<file path="src/rtl/heightmap_relief_shader_top_assert.svh">
// Assertion macros for the relief shader top level.
// Used by heightmap_relief_shader_top; depends on nothing else.
`ifndef HEIGHTMAP_RELIEF_SHADER_TOP_ASSERT_SVH
`define HEIGHTMAP_RELIEF_SHADER_TOP_ASSERT_SVH

// The consequent must hold in the same cycle as the antecedent.
`define HRS_ASSERT_IMPLIES(label, clk, rstn, ante, cons) \
    label: assert property (@(posedge clk) disable iff (!(rstn)) (ante) |-> (cons)) \
        else $error("relief shader check failed");

// The consequent must hold in the cycle after the antecedent.
`define HRS_ASSERT_NEXT(label, clk, rstn, ante, cons) \
    label: assert property (@(posedge clk) disable iff (!(rstn)) (ante) |=> (cons)) \
        else $error("relief shader check failed");

`endif

</file>
<file path="src/rtl/hrs_pkg.sv">
// Shared constants, types and helper functions of the relief shader.
// Used by every module of the block; depends on nothing.
`default_nettype none

package hrs_pkg;

    localparam int TILE_SIDE      = 16;
    localparam int HEIGHT_BITS    = 10;
    localparam int POS_BITS       = (TILE_SIDE > 2) ? $clog2(TILE_SIDE) : 1;
    localparam int COLOR_BITS     = 8;
    localparam int CFG_INDEX_BITS = 2;
    localparam int CFG_DATA_BITS  = HEIGHT_BITS;
    localparam int TERM_BITS      = 12;
    localparam int F_BITS         = 14;
    localparam int PROD_BITS      = 22;

    localparam int F_BASE      = 8550;
    localparam int F_MIN       = 4950;
    localparam int F_MAX       = 11250;
    localparam int F_UNIT      = 9000;
    localparam int ROUND_HALF  = F_UNIT / 2;
    localparam int SCALE_SAT   = 255 * F_UNIT;
    // 2^35 / 9000 rounded up; exact for every numerator below SCALE_SAT.
    localparam int RECIP_MUL   = 3817749;
    localparam int RECIP_SHIFT = 35;

    typedef logic signed [HEIGHT_BITS-1:0] height_t;
    typedef logic signed [HEIGHT_BITS:0]   diff_t;
    typedef logic [COLOR_BITS-1:0]         color_t;
    typedef logic [TERM_BITS-1:0]          term_t;
    typedef logic [F_BITS-1:0]             factor_t;
    typedef logic [POS_BITS-1:0]           pos_t;
    typedef logic [CFG_INDEX_BITS-1:0]     cfg_index_t;

    localparam cfg_index_t CFG_LOW_LEVEL  = 2'd0;
    localparam cfg_index_t CFG_HIGH_LEVEL = 2'd1;
    localparam cfg_index_t CFG_BLUE_BOOST = 2'd2;

    localparam height_t LOW_LEVEL_RESET  = height_t'(63);
    localparam height_t HIGH_LEVEL_RESET = height_t'(140);
    localparam color_t  BLUE_BOOST_RESET = color_t'(20);

    typedef struct packed {
        logic s1;
        logic s2;
        logic s3;
        logic s4;
        logic s5;
    } stage_en_t;

    // Clamped linear term: zero for a negative or zero difference.
    function automatic term_t cap_term(input diff_t d, input logic [6:0] k,
                                       input term_t lim);
        logic [HEIGHT_BITS+6:0] p;
        p = (HEIGHT_BITS+7)'(d[HEIGHT_BITS-1:0]) * (HEIGHT_BITS+7)'(k);
        if (d[HEIGHT_BITS]) begin
            return '0;
        end
        if (p > (HEIGHT_BITS+7)'(lim)) begin
            return lim;
        end
        return p[TERM_BITS-1:0];
    endfunction

endpackage

`default_nettype wire

</file>
<file path="src/rtl/heightmap_relief_shader_top.sv">
// Relief shader top level: five-stage pipeline around the height line and shaders.
// Depends on hrs_pkg, hrs_line, hrs_factor, hrs_scale and the assertion header.
//
// Usage: cells arrive in raster order on the s_ channel (valid/ready), one word
// per cell with its base colour and height; s_tile_start marks the first cell
// of a tile. Each accepted word gives exactly one shaded word on the m_ channel
// (valid/ready), in order, with m_tile_end on the last cell of the tile.
// An accepted word moves through the stage registers s1 to s5 in turn, and
// m_valid is the valid flag of stage s5.
// Throughput is one word per cycle while m_ready is high: the line of height cells
// shifts once per accepted word, and every stage advances whenever the stage
// after it is empty or moving.
// When the receiver stalls, the pipeline fills and then drops s_ready; with
// m_ready high, s_ready is always high.
// The configuration port (cfg_we, cfg_index, cfg_data) writes low_level, high_level and
// blue_boost, only while the pipeline is empty: a user rule, not enforced by the block.
// Synchronous reset (aresetn low) empties the pipeline, returns to row 0 and
// column 0 and restores the register defaults of 63, 140 and 20.
`default_nettype none
`include "heightmap_relief_shader_top_assert.svh"

module heightmap_relief_shader_top (
    input  wire logic                          aclk,
    input  wire logic                          aresetn,
    input  wire logic                          cfg_we,
    input  wire logic [hrs_pkg::CFG_INDEX_BITS-1:0] cfg_index,
    input  wire logic [hrs_pkg::CFG_DATA_BITS-1:0]  cfg_data,
    input  wire logic                          s_valid,
    output logic                               s_ready,
    input  wire logic                          s_tile_start,
    input  wire logic [7:0]                    s_red_in,
    input  wire logic [7:0]                    s_green_in,
    input  wire logic [7:0]                    s_blue_in,
    input  wire logic [7:0]                    s_alpha_in,
    input  wire logic signed [hrs_pkg::HEIGHT_BITS-1:0] s_height,
    output logic                               m_valid,
    input  wire logic                          m_ready,
    output logic [7:0]                         m_red_out,
    output logic [7:0]                         m_green_out,
    output logic [7:0]                         m_blue_out,
    output logic [7:0]                         m_alpha_out,
    output logic                               m_tile_end
);

    hrs_pkg::height_t   low_level_reg, high_level_reg;
    hrs_pkg::color_t    blue_boost_reg;

    logic               v1_reg, v2_reg, v3_reg, v4_reg, v5_reg;
    hrs_pkg::stage_en_t en;
    logic               accept;

    hrs_pkg::height_t   north, west;
    logic               last;
    logic               below_low;
    hrs_pkg::factor_t   factor;
    logic               factor_ok;

    hrs_pkg::height_t   h1_reg, n1_reg, w1_reg;
    hrs_pkg::color_t    r1_reg, g1_reg, b1_reg, a1_reg;
    logic               last1_reg;
    hrs_pkg::color_t    r2_reg, g2_reg, b2_reg, a2_reg;
    logic               last2_reg;
    hrs_pkg::color_t    r3_reg, g3_reg, b3_reg, a3_reg;
    logic               last3_reg;
    hrs_pkg::color_t    a4_reg, a5_reg;
    logic               last4_reg, last5_reg;
    logic [hrs_pkg::COLOR_BITS:0] blue_sum;
    hrs_pkg::color_t    b2_next;
    logic               bypass3;

    always_ff @(posedge aclk) begin
        if (!aresetn) begin
            low_level_reg  <= hrs_pkg::LOW_LEVEL_RESET;
            high_level_reg <= hrs_pkg::HIGH_LEVEL_RESET;
            blue_boost_reg <= hrs_pkg::BLUE_BOOST_RESET;
        end else if (cfg_we) begin
            case (cfg_index)
                hrs_pkg::CFG_LOW_LEVEL: begin
                    low_level_reg <= $signed(cfg_data[hrs_pkg::HEIGHT_BITS-1:0]);
                end
                hrs_pkg::CFG_HIGH_LEVEL: begin
                    high_level_reg <= $signed(cfg_data[hrs_pkg::HEIGHT_BITS-1:0]);
                end
                hrs_pkg::CFG_BLUE_BOOST: begin
                    blue_boost_reg <= cfg_data[hrs_pkg::COLOR_BITS-1:0];
                end
                default: begin
                end
            endcase
        end
    end

    always_comb begin
        en.s5   = !v5_reg || m_ready;
        en.s4   = !v4_reg || en.s5;
        en.s3   = !v3_reg || en.s4;
        en.s2   = !v2_reg || en.s3;
        en.s1   = !v1_reg || en.s2;
        s_ready = en.s1;
        accept  = s_valid && en.s1;
    end

    always_ff @(posedge aclk) begin
        if (!aresetn) begin
            v1_reg <= 1'b0;
            v2_reg <= 1'b0;
            v3_reg <= 1'b0;
            v4_reg <= 1'b0;
            v5_reg <= 1'b0;
        end else begin
            if (en.s1) v1_reg <= s_valid;
            if (en.s2) v2_reg <= v1_reg;
            if (en.s3) v3_reg <= v2_reg;
            if (en.s4) v4_reg <= v3_reg;
            if (en.s5) v5_reg <= v4_reg;
        end
    end

    hrs_line u_line (
        .aclk       (aclk),
        .aresetn    (aresetn),
        .accept     (accept),
        .tile_start (s_tile_start),
        .height     (s_height),
        .north      (north),
        .west       (west),
        .last       (last)
    );

    always_ff @(posedge aclk) begin
        if (en.s1) begin
            h1_reg    <= s_height;
            n1_reg    <= north;
            w1_reg    <= west;
            r1_reg    <= s_red_in;
            g1_reg    <= s_green_in;
            b1_reg    <= s_blue_in;
            a1_reg    <= s_alpha_in;
            last1_reg <= last;
        end
    end

    hrs_factor u_factor (
        .aclk       (aclk),
        .en         (en),
        .height     (h1_reg),
        .north      (n1_reg),
        .west       (w1_reg),
        .low_level  (low_level_reg),
        .high_level (high_level_reg),
        .below_low  (below_low),
        .factor     (factor)
    );

    // Blue gets its saturating boost below the low level, but only where alpha is not zero.
    always_comb begin
        blue_sum = {1'b0, b1_reg} + {1'b0, blue_boost_reg};
        if (below_low && (a1_reg != '0)) begin
            b2_next = blue_sum[hrs_pkg::COLOR_BITS] ? '1 : blue_sum[hrs_pkg::COLOR_BITS-1:0];
        end else begin
            b2_next = b1_reg;
        end
    end

    always_ff @(posedge aclk) begin
        if (en.s2) begin
            r2_reg    <= r1_reg;
            g2_reg    <= g1_reg;
            b2_reg    <= b2_next;
            a2_reg    <= a1_reg;
            last2_reg <= last1_reg;
        end
        if (en.s3) begin
            r3_reg    <= r2_reg;
            g3_reg    <= g2_reg;
            b3_reg    <= b2_reg;
            a3_reg    <= a2_reg;
            last3_reg <= last2_reg;
        end
        if (en.s4) begin
            a4_reg    <= a3_reg;
            last4_reg <= last3_reg;
        end
        if (en.s5) begin
            a5_reg    <= a4_reg;
            last5_reg <= last4_reg;
        end
    end

    assign bypass3 = (a3_reg == '0);

    hrs_scale u_scale_red (
        .aclk   (aclk),
        .en     (en),
        .chan   (r3_reg),
        .factor (factor),
        .bypass (bypass3),
        .shaded (m_red_out)
    );

    hrs_scale u_scale_green (
        .aclk   (aclk),
        .en     (en),
        .chan   (g3_reg),
        .factor (factor),
        .bypass (bypass3),
        .shaded (m_green_out)
    );

    hrs_scale u_scale_blue (
        .aclk   (aclk),
        .en     (en),
        .chan   (b3_reg),
        .factor (factor),
        .bypass (bypass3),
        .shaded (m_blue_out)
    );

    assign m_valid     = v5_reg;
    assign m_alpha_out = a5_reg;
    assign m_tile_end  = last5_reg;

    assign factor_ok = (factor >= hrs_pkg::factor_t'(hrs_pkg::F_MIN))
                       && (factor <= hrs_pkg::factor_t'(hrs_pkg::F_MAX));

    `HRS_ASSERT_IMPLIES(a_drained_when_taken, aclk, aresetn, m_ready, s_ready)
    `HRS_ASSERT_IMPLIES(a_factor_in_range, aclk, aresetn, v3_reg, factor_ok)

endmodule

`default_nettype wire

</file>
<file path="src/rtl/hrs_cell.sv">
// One cell of the height line: holds one stored height and hands it on.
// Depends on hrs_pkg.
`default_nettype none

module hrs_cell (
    input  wire logic             aclk,
    input  wire logic             shift,
    input  wire hrs_pkg::height_t d,
    output hrs_pkg::height_t      q
);

    hrs_pkg::height_t height_reg;

    always_ff @(posedge aclk) begin
        if (shift) begin
            height_reg <= d;
        end
    end

    assign q = height_reg;

endmodule

`default_nettype wire

</file>
<file path="src/rtl/hrs_line.sv">
// Line of height cells and tile position counters; gives north and west heights.
// Depends on hrs_pkg and hrs_cell.
`default_nettype none

module hrs_line (
    input  wire logic             aclk,
    input  wire logic             aresetn,
    input  wire logic             accept,
    input  wire logic             tile_start,
    input  wire hrs_pkg::height_t height,
    output hrs_pkg::height_t      north,
    output hrs_pkg::height_t      west,
    output logic                  last
);

    localparam hrs_pkg::pos_t POS_LAST = hrs_pkg::pos_t'(hrs_pkg::TILE_SIDE - 1);

    hrs_pkg::height_t chain [hrs_pkg::TILE_SIDE];
    hrs_pkg::pos_t    col_reg, col_next;
    hrs_pkg::pos_t    row_reg, row_next;
    hrs_pkg::pos_t    cur_col, cur_row;

    // A new height enters cell 0; the last cell holds the one from a row ago.
    for (genvar k = 0; k < hrs_pkg::TILE_SIDE; k++) begin : g_cell
        if (k == 0) begin : g_head
            hrs_cell u_cell (
                .aclk  (aclk),
                .shift (accept),
                .d     (height),
                .q     (chain[k])
            );
        end else begin : g_body
            hrs_cell u_cell (
                .aclk  (aclk),
                .shift (accept),
                .d     (chain[k-1]),
                .q     (chain[k])
            );
        end
    end

    always_comb begin
        cur_col  = tile_start ? '0 : col_reg;
        cur_row  = tile_start ? '0 : row_reg;
        col_next = col_reg;
        row_next = row_reg;
        if (accept) begin
            if (cur_col == POS_LAST) begin
                col_next = '0;
                row_next = (cur_row == POS_LAST) ? '0 : cur_row + 1'b1;
            end else begin
                col_next = cur_col + 1'b1;
                row_next = cur_row;
            end
        end
    end

    assign north = (cur_row == '0) ? height : chain[hrs_pkg::TILE_SIDE-1];
    assign west  = (cur_col == '0) ? height : chain[0];
    assign last  = (cur_row == POS_LAST) && (cur_col == POS_LAST);

    always_ff @(posedge aclk) begin
        if (!aresetn) begin
            col_reg <= '0;
            row_reg <= '0;
        end else begin
            col_reg <= col_next;
            row_reg <= row_next;
        end
    end

endmodule

`default_nettype wire

</file>
<file path="src/rtl/hrs_factor.sv">
// Brightness factor: clamped height terms, then their sum clamped to range.
// Depends on hrs_pkg.
`default_nettype none

module hrs_factor (
    input  wire logic               aclk,
    input  wire hrs_pkg::stage_en_t en,
    input  wire hrs_pkg::height_t   height,
    input  wire hrs_pkg::height_t   north,
    input  wire hrs_pkg::height_t   west,
    input  wire hrs_pkg::height_t   low_level,
    input  wire hrs_pkg::height_t   high_level,
    output logic                    below_low,
    output hrs_pkg::factor_t        factor
);

    localparam int F_SUM_BITS = hrs_pkg::F_BITS + 1;

    hrs_pkg::height_t lo_nb, hi_nb;
    hrs_pkg::diff_t   d_low, d_high, d_drop, d_occl;
    hrs_pkg::term_t   low_reg, high_reg, drop_reg, occl_reg;
    hrs_pkg::term_t   high_term;
    logic [F_SUM_BITS-1:0] f_sum;
    hrs_pkg::factor_t factor_reg, factor_next;

    always_comb begin
        below_low = height < low_level;
        lo_nb     = (north < west) ? north : west;
        hi_nb     = (north > west) ? north : west;
        d_low     = hrs_pkg::diff_t'(low_level) - hrs_pkg::diff_t'(height);
        d_high    = hrs_pkg::diff_t'(height) - hrs_pkg::diff_t'(high_level);
        d_drop    = hrs_pkg::diff_t'(height) - hrs_pkg::diff_t'(lo_nb);
        d_occl    = hrs_pkg::diff_t'(hi_nb) - hrs_pkg::diff_t'(height);
        high_term = below_low ? '0 : hrs_pkg::cap_term(d_high, 7'd18, 12'd1800);
    end

    always_ff @(posedge aclk) begin
        if (en.s2) begin
            low_reg  <= hrs_pkg::cap_term(d_low, 7'd50, 12'd2250);
            high_reg <= high_term;
            drop_reg <= hrs_pkg::cap_term(d_drop, 7'd90, 12'd1080);
            occl_reg <= hrs_pkg::cap_term(d_occl, 7'd108, 12'd1620);
        end
    end

    always_comb begin
        f_sum = F_SUM_BITS'(hrs_pkg::F_BASE) + F_SUM_BITS'(high_reg)
              + F_SUM_BITS'(drop_reg) - F_SUM_BITS'(low_reg) - F_SUM_BITS'(occl_reg);
        if (f_sum < F_SUM_BITS'(hrs_pkg::F_MIN)) begin
            factor_next = hrs_pkg::factor_t'(hrs_pkg::F_MIN);
        end else if (f_sum > F_SUM_BITS'(hrs_pkg::F_MAX)) begin
            factor_next = hrs_pkg::factor_t'(hrs_pkg::F_MAX);
        end else begin
            factor_next = f_sum[hrs_pkg::F_BITS-1:0];
        end
    end

    always_ff @(posedge aclk) begin
        if (en.s3) begin
            factor_reg <= factor_next;
        end
    end

    assign factor = factor_reg;

endmodule

`default_nettype wire

</file>
<file path="src/rtl/hrs_scale.sv">
// One colour channel: factor product, rounded division by 9000, saturate or bypass.
// Depends on hrs_pkg.
`default_nettype none

module hrs_scale (
    input  wire logic               aclk,
    input  wire hrs_pkg::stage_en_t en,
    input  wire hrs_pkg::color_t    chan,
    input  wire hrs_pkg::factor_t   factor,
    input  wire logic               bypass,
    output hrs_pkg::color_t         shaded
);

    localparam int PB = hrs_pkg::PROD_BITS;

    logic [PB-1:0]          prod_reg;
    hrs_pkg::color_t        chan_reg;
    logic                   bypass_reg;
    logic [PB-1:0]          num;
    logic [2*PB-1:0]        quot_wide;
    logic                   sat;
    hrs_pkg::color_t        shaded_reg, shaded_next;

    always_ff @(posedge aclk) begin
        if (en.s4) begin
            prod_reg   <= PB'(chan) * PB'(factor);
            chan_reg   <= chan;
            bypass_reg <= bypass;
        end
    end

    always_comb begin
        num       = prod_reg + PB'(hrs_pkg::ROUND_HALF);
        sat       = num >= PB'(hrs_pkg::SCALE_SAT);
        quot_wide = (2*PB)'(num) * (2*PB)'(hrs_pkg::RECIP_MUL);
        if (bypass_reg) begin
            shaded_next = chan_reg;
        end else if (sat) begin
            shaded_next = '1;
        end else begin
            shaded_next = quot_wide[hrs_pkg::RECIP_SHIFT +: hrs_pkg::COLOR_BITS];
        end
    end

    always_ff @(posedge aclk) begin
        if (en.s5) begin
            shaded_reg <= shaded_next;
        end
    end

    assign shaded = shaded_reg;

endmodule

`default_nettype wire
</file>
<file path="config.mk">
export PLATFORM = sky130hd
export DESIGN_NAME = heightmap_relief_shader_top
export DESIGN_NICKNAME = d
export VERILOG_FILES = /design/src/rtl/hrs_pkg.sv /design/src/rtl/heightmap_relief_shader_top.sv /design/src/rtl/hrs_cell.sv /design/src/rtl/hrs_line.sv /design/src/rtl/hrs_factor.sv /design/src/rtl/hrs_scale.sv
export VERILOG_INCLUDE_DIRS = /design/src /design/src/rtl
export SDC_FILE = /design/constraint.sdc
export NUM_CORES = 2
export LEC_CHECK = 0
export ABC_CLOCK_PERIOD_IN_PS = 10000
export BUFFER_PORTS_ARGS = -buffer_cell sky130_fd_sc_hd__buf_2
export CAP_MARGIN = 10
export CORE_MARGIN = 2
export CORE_UTILIZATION = 50
export CTS_CLUSTER_DIAMETER = 150
export DETAILED_ROUTE_END_ITERATION = 6
export PLACE_DENSITY_LB_ADDON = 0.25
export RECOVER_POWER = 100
export SYNTH_ARGS = -nofsm -noshare
export SYNTH_HDL_FRONTEND = slang
export SYNTH_SLANG_ARGS = --single-unit
export TNS_END_PERCENT = 20
</file>
<file path="constraint.sdc">
create_clock -name aclk -period 10 [get_ports aclk]
set_input_delay 0.5 -clock aclk [delete_from_list [all_inputs] [get_ports aclk]]
set_output_delay 0.5 -clock aclk [all_outputs]
set_load 0.005 [all_outputs]
</file>
==> results_dict.tcl <==
set metrics [dict create \
    route.met2.wl_um 49900 \
    maxUsedRoutingLayer "met4" \
    port_buffers 94 \
    relSlewSlack_pct -155 \
    core-area_um2 103000 \
    slowest_stage "clkinvlp_2" \
    period_share_pct 85.3 \
    rsz0062_at_grt "false" \
    finalSetupViolCount 0 \
    die_area_um2 107000 \
    synth_commonest_cells "ha_1 (914), inv_1 (760), fa_1 (571)" \
    wl_um 103000 \
    yosysTopAreaCellShare_pct 27.3 \
    failed_checks "max-capacitance violations, max-slew violations" \
    critPathArrivalTime_ps 8530 \
    clk_path_buf_depth 3 \
    worstPathMaxFanout 86 \
    dr_wl_met3_um 3160 \
    ys.flop_type "edfxtp_1" \
    clk_latency_ps 670 \
    largest_reg_flops 150 \
    dr.first_iter.drc_count 1471 \
    cts_resized 0 \
    vias 32772 \
    h-tree-depth 2 \
    fmax_mhz 117 \
    r2r_setup_slack_ps 1470 \
    start_util_pct 50.4 \
    io_pins 95 \
    fin_skew_ps 68.0 \
    crit_required_ps 10000 \
    synth-seq-cells 516 \
    cts_buffers 58 \
    antenna_found_initial 0 \
    syn_inst 4649 \
    clkTransAtPathRegs_ps 60 \
    clock-sinks 516 \
    final_nets 6364 \
    fin_crit_ps 8530 \
    syn_to_final_growth_pct 8.53 \
    drc 0 \
    synth-seq-area-share_pct 28.9 \
    grt_usage_pct 19.9 \
    grt_pass1_vias 34497 \
    synth_cell_types 82 \
    drv_slew 497 \
    yosys.area.top_type "edfxtp_1" \
    final_hold_viol_count 0 \
    worst_pin_slew_ps 3830 \
    drive_above_1_share_pct 5.12 \
    fin_setup_tns_ps 0 \
    die_w_um 327 \
    cts_root_buf "clkbuf_16" \
    crit_path_start_kind "flip-flop" \
    die_h_um 327 \
    num_rows 118 \
    maxCapViolations 11 \
    place_congestion 0.848 \
    crit_chain "nor2b_1 > and3_1 > nand3_1 > nand2_1 > clkinvlp_2 > clkbuf_2" \
    cts_tree "yes" \
    yosysMostFrequentCell "ha_1" \
    path_buf_inv 2 \
    grt_pass1_wl_um 174000 \
    slowest_delay_ps 2730 \
    outcome "complete, but fails checks" \
    nFillCells 8834 \
    first_pass_iters 7 \
    endpoint_kind "flip-flop" \
    avgSynthCellArea_um2 11.2 \
    async_flop_share_pct 0 \
    grt-ovfl-total 0 \
    drtAntennaViolNets 0 \
    drt-met1-wl_um 47500 \
    syn_area_um2 52200 \
    grt_max_degree 87 \
    synth-edff-count 475 \
    ys_top_cells_by_area "edfxtp_1 (27%), ha_1 (22%), fa_1 (22%), inv_1 (5.5%), xnor2_1 (2.5%)" \
    yosys_warnings 0 \
    wl_per_cell_um 16.4 \
    critPathTopFamily "buffers and inverters" \
    dp_hpwl_um 83100 \
    viasPerCell 5.25 \
    min_path_type "input port to flip-flop" \
    crit_type "flip-flop to flip-flop" \
]
## cell families after synthesis
| group | synth area share, % |
|---|---|
| flops | 28.9 |
| other cells | 0.00719 |
| mux | 1.03 |
| fa+ha+maj | 43.8 |
| compound gates | 7.57 |
| xor+xnor | 3.63 |
| buf+inv | 5.98 |
| simple gates | 9.02 |
## area by class of cell
cell class,instances,area (um2),area share (%)
Clock inverter,40,444,0.785
Timing Repair Buffer,176,1080,1.91
Tap cell,1380,1730,3.05
Clock buffer,68,1490,2.63
Sequential cell,516,15100,26.6
Multi-Input combinational cell,3305,33900,59.9
Inverter,762,2860,5.06
Antenna cell,1,2.50,0.00442
## worst paths after layout
kind	startpoint	endpoint	depth (start not counted)
worst max register to register	m_valid	u_line.g_cell[7].g_body.u_cell.q[8]	6
worst max-delay path	m_valid	u_line.g_cell[7].g_body.u_cell.q[8]	6
worst min-delay path	s_red_in[3]	r1_reg[3]	1
worst min register to register	u_line.g_cell[13].g_body.u_cell.q[0]	u_line.g_cell[14].g_body.u_cell.q[0]	0
## timing repair
action | CTS | global route
setup buffers | 0 | 0
hold buffers | 24 | 0
endpoints found under the hold margin | 24 | 0
## stage by stage
| step | utilization, % | hold slack (ps) | instance area (um2) | setup WS, ps | std cells |
|---|---|---|---|---|---|
| floorplan | - | 400 | 52200 | 2500 | 4651 |
| global placement | 52.7 | 401 | 54600 | 2010 | 6115 |
| detailed placement | 52.7 | 405 | 54600 | 1870 | 6115 |
| CTS | 54.8 | 6.73 | 56800 | 1780 | 6247 |
| global route | 54.7 | 15.5 | 56600 | 584 | 6247 |
| finish | 54.7 | 42.1 | 56600 | 1470 | 6248 |
## worst reg2reg max path, delay by kind of cell, from the launching register on
family / cells / cell delay, ps
buf+inv: 2 / 4440
simple gates: 4 / 3030
flops: 1 / 340
## cell usage in the layout (no fill, tap or decap), types with 21 or more instances in the layout
cell type / instances
a211oi_1: 21
a21boi_0: 28
a21o_1: 43
a21oi_1: 177
a2bb2oi_1: 21
and2_0: 26
and2_1: 148
and3_1: 23
buf_2: 61
buf_4: 52
clkbuf_1: 48
clkbuf_16: 58
dfxtp_1: 41
dlygate4sd3_1: 24
edfxtp_1: 475
fa_1: 571
ha_1: 914
inv_1: 760
mux2_2: 25
nand2_1: 322
nand2b_1: 37
nand3_1: 52
nand4_1: 25
nor2_1: 153
nor2b_1: 48
nor3_1: 41
o211ai_1: 25
o21a_1: 35
o21ai_0: 124
xnor2_1: 148
xor2_1: 66
## routing by layer
layer | up-vias | global-route usage, %
met3 | 117 | 1.96
met4 | 0 | 4.21
met1 | 16121 | 26.9
met5 | - | 0
met2 | 473 | 34.7
li1 | 16061 | -
Power is not shown: default switching activity piles up to over one toggle a cycle in this logic, so the estimate is an artifact.
